File: src/rtl/earliest_finish_server_dispatcher_assert.svh
// assertion macros shared by the dispatcher modules
`ifndef EARLIEST_FINISH_SERVER_DISPATCHER_ASSERT_SVH
`define EARLIEST_FINISH_SERVER_DISPATCHER_ASSERT_SVH

`ifndef ASSERT_OFF

`define EFSD_ASSERT(label, prop) \
   label: assert property (@(posedge clock) disable iff (reset) (prop)) \
      else $error("dispatcher assertion failed");

`define EFSD_ASSERT_IMPLY(label, ante, cons) \
   label: assert property (@(posedge clock) disable iff (reset) (ante) |-> (cons)) \
      else $error("dispatcher assertion failed");

`else

`define EFSD_ASSERT(label, prop)

`define EFSD_ASSERT_IMPLY(label, ante, cons)

`endif

`endif

File: src/rtl/efsd_pkg.sv
package efsd_pkg;

   localparam int DUR_W  = 30;
   localparam int TIME_W = 62;

   typedef logic [DUR_W-1:0]  dur_type;
   typedef logic [TIME_W-1:0] time_type;

   localparam time_type TIME_TOP = {TIME_W{1'b1}};

   typedef enum logic [1:0] {
      OP_CLEAR    = 2'd0,
      OP_ADD      = 2'd1,
      OP_DISPATCH = 2'd2
   } op_type;

   typedef enum logic [1:0] {
      ST_OK    = 2'd0,
      ST_FULL  = 2'd1,
      ST_EMPTY = 2'd2
   } status_type;

   typedef enum logic [1:0] {
      RD_FRONT = 2'd0,
      RD_PREV  = 2'd1,
      RD_NEXT  = 2'd2
   } rd_sel_type;

   typedef struct packed {
      dur_type  dur;
      time_type fin;
      time_type nxt;
   } slot_type;

   typedef struct packed {
      logic       load_clear;
      logic       load_add;
      logic       rd_en;
      rd_sel_type rd_sel;
      logic       front_calc;
      logic       next_calc;
      logic       shift_wr;
      logic       shift_down;
      logic       place_wr;
      logic       cnt_inc;
      logic       max_upd;
      logic       resp_load;
      logic       resp_dispatch;
      status_type resp_status;
   } cmd_type;

   typedef struct packed {
      logic full;
      logic empty;
      logic ptr_zero;
      logic ptr_last;
      logic rd_after;
   } stat_type;

   typedef enum logic [3:0] {
      S_IDLE,
      S_INS_CHK,
      S_INS_CMP,
      S_INS_PLACE,
      S_DSP_FRONT,
      S_DSP_NEXT,
      S_DSP_CHK,
      S_DSP_CMP,
      S_DSP_PLACE
   } state_type;

endpackage

File: src/rtl/efsd_controller.sv
`include "earliest_finish_server_dispatcher_assert.svh"

module efsd_controller (
   input  logic               clock,
   input  logic               reset,
   input  logic               req_valid,
   output logic               req_ready,
   input  logic [1:0]         req_op,
   output logic               rsp_valid,
   input  logic               rsp_ready,
   input  efsd_pkg::stat_type stat,
   output efsd_pkg::cmd_type  cmd
);

   efsd_pkg::state_type state_ff, state_in;
   logic                rsp_valid_ff, rsp_valid_in;
   logic                accept;
   efsd_pkg::op_type    op;

   assign op        = efsd_pkg::op_type'(req_op);
   assign req_ready = (state_ff == efsd_pkg::S_IDLE) && (!rsp_valid_ff || rsp_ready);
   assign accept    = req_valid && req_ready;

   always_comb begin
      state_in = state_ff;
      case (state_ff)
         efsd_pkg::S_IDLE: begin
            if (accept) begin
               case (op)
                  efsd_pkg::OP_ADD: begin
                     if (!stat.full) state_in = efsd_pkg::S_INS_CHK;
                  end
                  efsd_pkg::OP_DISPATCH: begin
                     if (!stat.empty) state_in = efsd_pkg::S_DSP_FRONT;
                  end
                  default: begin
                     state_in = efsd_pkg::S_IDLE;
                  end
               endcase
            end
         end
         efsd_pkg::S_INS_CHK: begin
            state_in = stat.ptr_zero ? efsd_pkg::S_INS_PLACE : efsd_pkg::S_INS_CMP;
         end
         efsd_pkg::S_INS_CMP: begin
            state_in = stat.rd_after ? efsd_pkg::S_INS_CHK : efsd_pkg::S_INS_PLACE;
         end
         efsd_pkg::S_DSP_FRONT: begin
            state_in = efsd_pkg::S_DSP_NEXT;
         end
         efsd_pkg::S_DSP_NEXT: begin
            state_in = efsd_pkg::S_DSP_CHK;
         end
         efsd_pkg::S_DSP_CHK: begin
            state_in = stat.ptr_last ? efsd_pkg::S_DSP_PLACE : efsd_pkg::S_DSP_CMP;
         end
         efsd_pkg::S_DSP_CMP: begin
            state_in = stat.rd_after ? efsd_pkg::S_DSP_PLACE : efsd_pkg::S_DSP_CHK;
         end
         default: begin
            state_in = efsd_pkg::S_IDLE;
         end
      endcase
   end

   always_comb begin
      cmd             = '0;
      cmd.rd_sel      = efsd_pkg::RD_FRONT;
      cmd.resp_status = efsd_pkg::ST_OK;
      case (state_ff)
         efsd_pkg::S_IDLE: begin
            if (accept) begin
               case (op)
                  efsd_pkg::OP_CLEAR: begin
                     cmd.load_clear = 1'b1;
                     cmd.resp_load  = 1'b1;
                  end
                  efsd_pkg::OP_ADD: begin
                     if (stat.full) begin
                        cmd.resp_load   = 1'b1;
                        cmd.resp_status = efsd_pkg::ST_FULL;
                     end else begin
                        cmd.load_add = 1'b1;
                     end
                  end
                  efsd_pkg::OP_DISPATCH: begin
                     if (stat.empty) begin
                        cmd.resp_load   = 1'b1;
                        cmd.resp_status = efsd_pkg::ST_EMPTY;
                     end else begin
                        cmd.rd_en = 1'b1;
                     end
                  end
                  default: begin
                     cmd.resp_load = 1'b1;
                  end
               endcase
            end
         end
         efsd_pkg::S_INS_CHK: begin
            if (!stat.ptr_zero) begin
               cmd.rd_en  = 1'b1;
               cmd.rd_sel = efsd_pkg::RD_PREV;
            end
         end
         efsd_pkg::S_INS_CMP: begin
            if (stat.rd_after) begin
               cmd.shift_wr   = 1'b1;
               cmd.shift_down = 1'b1;
            end
         end
         efsd_pkg::S_INS_PLACE: begin
            cmd.place_wr  = 1'b1;
            cmd.cnt_inc   = 1'b1;
            cmd.resp_load = 1'b1;
         end
         efsd_pkg::S_DSP_FRONT: begin
            cmd.front_calc = 1'b1;
         end
         efsd_pkg::S_DSP_NEXT: begin
            cmd.next_calc = 1'b1;
         end
         efsd_pkg::S_DSP_CHK: begin
            if (!stat.ptr_last) begin
               cmd.rd_en  = 1'b1;
               cmd.rd_sel = efsd_pkg::RD_NEXT;
            end
         end
         efsd_pkg::S_DSP_CMP: begin
            if (!stat.rd_after) begin
               cmd.shift_wr = 1'b1;
            end
         end
         efsd_pkg::S_DSP_PLACE: begin
            cmd.place_wr      = 1'b1;
            cmd.max_upd       = 1'b1;
            cmd.resp_load     = 1'b1;
            cmd.resp_dispatch = 1'b1;
         end
         default: begin
            cmd.resp_status = efsd_pkg::ST_OK;
         end
      endcase
      rsp_valid_in = (rsp_valid_ff && !rsp_ready) || cmd.resp_load;
   end

   always_ff @(posedge clock) begin
      if (reset) begin
         state_ff     <= efsd_pkg::S_IDLE;
         rsp_valid_ff <= 1'b0;
      end else begin
         state_ff     <= state_in;
         rsp_valid_ff <= rsp_valid_in;
      end
   end

   assign rsp_valid = rsp_valid_ff;

   `EFSD_ASSERT(a_accept_busy, accept |=> (state_ff != efsd_pkg::S_IDLE) || rsp_valid_ff)
   `EFSD_ASSERT_IMPLY(a_load_free, cmd.resp_load, !rsp_valid_ff || rsp_ready)
   `EFSD_ASSERT_IMPLY(a_busy_no_rsp, state_ff != efsd_pkg::S_IDLE, !rsp_valid_ff)

endmodule

File: config.mk
export PLATFORM = sky130hd
export DESIGN_NAME = efsd_controller
export DESIGN_NICKNAME = d
export VERILOG_FILES = /design/src/rtl/efsd_pkg.sv /design/src/rtl/efsd_controller.sv
export VERILOG_INCLUDE_DIRS = /design/src /design/src/rtl
export SDC_FILE = /design/constraint.sdc
export NUM_CORES = 1
export LEC_CHECK = 0
export BUFFER_PORTS_ARGS = -buffer_cell sky130_fd_sc_hd__buf_2
export CAP_MARGIN = 20
export CORE_MARGIN = 2
export CORE_UTILIZATION = 41
export DETAILED_ROUTE_END_ITERATION = 16
export PLACE_DENSITY_LB_ADDON = 0.12
export RECOVER_POWER = 100
export SLEW_MARGIN = 10
export SYNTH_ARGS = -nofsm -noshare
export SYNTH_HDL_FRONTEND = slang
export SYNTH_SLANG_ARGS = --single-unit
File: constraint.sdc
create_clock -name clock -period 1.26 [get_ports clock]
set_clock_uncertainty 0.1 [all_clocks]
set_input_delay 0.126 -clock clock [delete_from_list [all_inputs] [get_ports clock]]
set_output_delay 0.126 -clock clock [all_outputs]
set_load 0.05 [all_outputs]
==> results of run 1 <==
-- kinds of logic after synthesis --
family	after synthesis	synth area share, %
buffers and inverters	15	12.25
multiplexers	1	1.581
AO/OA/AOI/OAI	19	22.93
flip-flops	5	15.81
adder cells (fa/ha/maj)	3	5.929
AND/OR/NAND/NOR	40	41.50
-- what timing repair did --
action                                  4_1_cts
buffers inserted                              7
endpoints found under the setup margin       22
gates cloned                                  2
hold buffers                                  1
hold endpoints to repair                      1
pin swaps                                    12
resized for setup                            65
-- through the flow --
stage          hold slack [ns]  instance area (µm²)  setup slack [ns]
3_3_place_gp            0.1963                 1099           -0.3074
3_5_place_dp            0.1946                 1099           -0.3431
2_1_floorplan          0.08800                795.8           -0.4761
4_1_cts                 0.1695                 1413           -0.5150
==> flow_summary.yaml, run 1 <==
yosys:
  syn_inst: 83
  synth_area_leader_cell: "dfxtp_1"
  netlist_area_um2: 633.1
  syn-num-nets: 97
  synth_top_area_share_pct: 15.81
  synth_top_flop_cell: "dfxtp_1"
  ys_types: 37
  synth_edf_count: 0
  synth_area_leaders: "dfxtp_1 16%, ha_1 5.9%, nor2_1 5.3%"
  synthArstFlopShare_pct: 0
  yosysSeqAreaShare_pct: 15.81
  synth_area_per_cell_um2: 7.628
  ys_seq_elements: 5
  yosysWarnings: 0
  synth_commonest_cells: "9 x nor2_1, 8 x inv_1, 6 x nand2_1, 5 x dfxtp_1"
  yosysMostFrequentCell: "nor2_1"
outcome:
  toolErrorMsg: "[ERROR DPL-0038] Utilization greater than 100%, impossible to legalize"
  stop_stage: "global routing"
  outcome: "aborted with a tool error"
floorplanning:
  die_h_um: 43.30
  num_io_pins: 29
  die_w_um: 43.30
  initial_core_util_pct: 43.03
  num_rows: 14
timing:
  worst_endpoint_kind: "primary output"
  grt-worst-endpoint: "cmd[15]"
global_routing:
  grt_max_degree: 11
placed_design:
  hpwl_um: 1600
  dpl.cell_count: 149
  io_buffers: 28
  gp_congestion: 0.8392
clocking:
  cts_buffers: 3
  htree_levels: 1
  cts_num_sinks: 5
  clockBufferDepth: 2
  clockRootBuffer: "clkbuf_4"
==> inputs of run 2 (changes only) <==
Settings changed: CORE_AREA set to 2 2 63 65, CORE_MARGIN 2 to not set, CORE_UTILIZATION 41 to not set, DIE_AREA set to 0 0 65 67, PLACE_DENSITY_LB_ADDON 0.12 to 0.15.
Clock period 1.26 ns to 1.64 ns, I/O delays scaled along.
==> flow_summary.yaml, run 2 <==
global_routing:
  grt_max_degree: 13
  met2_usage_pct: 17.27
  gr-usage-met3_pct: 2.872
  grt_pass1_wl_um: 3277
  grt_pass1_vias: 690
  busiest_layer: "met2"
  gr-usage-met1_pct: 12.06
  overflow: 0
  grt_antenna_before_repair: 0
  grt_use_total_pct: 10.39
yosys:
  syn_inst: 83
  synth_edf_count: 0
  ys_seq_elements: 5
  synth_area_leaders: "dfxtp_1 16%, ha_1 5.9%, nor2_1 5.3%"
  yosysWarnings: 0
  synth_area_leader_cell: "dfxtp_1"
  synth_top_flop_cell: "dfxtp_1"
  yosysSeqAreaShare_pct: 15.81
  ys_types: 37
  synth-compound-area-share_pct: 22.92
  synth_area_per_cell_um2: 7.628
  synth_commonest_cells: "9 x nor2_1, 8 x inv_1, 6 x nand2_1, 5 x dfxtp_1"
  netlist_area_um2: 633.1
  synth-xor-area-share_pct: 0
  synthArstFlopShare_pct: 0
  synth-simple-area-share_pct: 41.50
  yosysMostFrequentCell: "nor2_1"
  syn-num-nets: 97
  synth_top_family_by_area: "simple AND/OR/NAND/NOR gates"
  synth_top_area_share_pct: 15.81
  synth_mux_area_share_pct: 1.581
  synth_fa_ha_area_share_pct: 5.929
clocking:
  clockBufferDepth: 2
  cts_num_sinks: 5
  htree_levels: 1
  clockRootBuffer: "clkbuf_8"
  insertion_delay_ns: 0.22
  cts_buffers: 3
  cts_tree: "done"
  path_clk_slew_ns: 0.04
critical_path:
  r2r-end: "state_ff[1]"
  cp.required_ns: 1.38
  crit_fanout: 6
  arrival_ns: 1.47
  ff2ff_path_depth: 6
  r2r-start: "state_ff[0]"
  path_class: "register to output pin"
  r2r_slack_ns: 0.16
  endpoint_kind: "output pin"
  start_kind: "register"
floorplanning:
  core_um2: 3606
  num_io_pins: 29
  die_w_um: 65
  die-area_um2: 4355
  initial_core_util_pct: 17.56
  die_h_um: 67
  num_rows: 22
power:
  leakagePower_nw: 0.5232
  ir_worst_vdd_v: 0.0002494
  powerDensity_nw_per_um2: 547.0
timing:
  tightest_slew_ns: 0.6289
  fmax_mhz: 576.9
  timing.final.ws_setup_ns: -0.09329
  finalHoldViolCount: 0
  rsz0062_at_grt: "true"
  period_minus_slack_ns: 1.733
  relSlewSlack_pct: 57.63
  slew_violations: 0
  post-route-period-util_pct: 105.7
  fin_setup_tns_ns: -0.6974
  finalSetupViolCount: 10
detailed_routing:
  drt-initial-drc-count: 13
  ant_nets: 0
  drc: 0
  via_count: 762
  drt_pass1_iterations: 4
  vias_per_cell: 4.330
  drt-wirelength-per-cell_um: 11.91
  drt-total-wl_um: 2097
layout:
  drive_gt1_share_pct: 59.38
  final_nets: 143
  syn_to_final_growth_pct: 87.55
  final_cell_mix: "19 x buf_4, 12 x buf_2, 11 x buf_6"
  diodes: 0
  fin_area_um2: 1187
  fin_cells: 176
  final_common_cell: "buf_4"
  nFillCells: 386
  fin_util_pct: 32.93
  largest_register: "state_ff"
  largest_reg_flops: 4
outcome:
  outcome: "complete, but fails checks"
  violations: "negative setup slack"
min_path:
  holdCritStartpoint: "reset"
  min_delay_path_depth: 2
  whs_endpoint: "rsp_valid"
  min_path_type: "input pin to register"
placed_design:
  hpwl_um: 1710
  io_buffers: 28
  post-place-ws_ns: -0.05626
  dpl.cell_count: 171
  gp_congestion: 0.7335
  place_area_um2: 997.2
job:
  cap_violations: 0
## run 2: cell counts after synthesis
Identical to the previous run, type by type.
## run 2: metrics by stage
step / power [W] / hold slack (ns)
detailed placement: 0.0003882 / 0.2437
finish: 0.0006495 / 0.01452
global route: 0.0006871 / 0.009922
CTS: 0.0006538 / 0.009419
global placement: 0.0003879 / 0.2542
floorplan: 0.0003072 / 0.1334
## run 2: worst max-delay path by stage
stage                            from       to  cells past startpoint
after detailed placement  state_ff[0]  cmd[13]                      4
after CTS                 state_ff[0]  cmd[13]                      4
after global placement    state_ff[0]  cmd[13]                      4
after floorplan           state_ff[1]  cmd[11]                      3
after global routing      state_ff[0]   cmd[0]                      5
final                     state_ff[0]   cmd[0]                      5
## run 2: metal layers
layer | up-vias | wire length (µm)
met5 | - | 0
met4 | 0 | 47
met3 | 4 | 117
met2 | 27 | 989
met1 | 347 | 943
li1 | 384 | -
## run 2: layout make-up
type | instances | area (µm²) | share of cell area (%)
clock buffers | 3 | 41.29 | 3.477
clock inverters | 1 | 5.005 | 0.4215
inverters | 8 | 32.53 | 2.740
multi-input cells | 63 | 548.0 | 46.15
flip-flops and latches | 5 | 110.1 | 9.273
well taps | 48 | 60.06 | 5.058
repair buffers | 48 | 390.4 | 32.88
## run 2: cells by family after synthesis
family,count (synthesis)
muxes,1
DFF,5
AOI/OAI and AO/OA,19
buffers and inverters,15
and+or+nand+nor,40
adders and majority gates,3
## run 2: where the power goes
group          switching, W  internal, W  leakage (nW)
logic              0.000163     0.000121         0.455
registers        0.00000986     0.000127        0.0432
clock network     0.0000657     0.000164        0.0255
## run 2: critical path, stage by stage, from the launching register on
cell,delay (ns)
dfxtp_2,0.35
nor4_4,0.29
nand3_2,0.17
buf_6,0.16
nor2_2,0.11
buf_6,0.16
## run 2: repair_timing
item	4_1_cts	5_1_grt
setup endpoints to repair	17	17
hold buffers	0	0
buffers inserted	1	0
gates cloned	0	0
gates resized for setup	37	8
pin swaps	4	3
No activity file was read; power rests on OpenSTA's default activity.
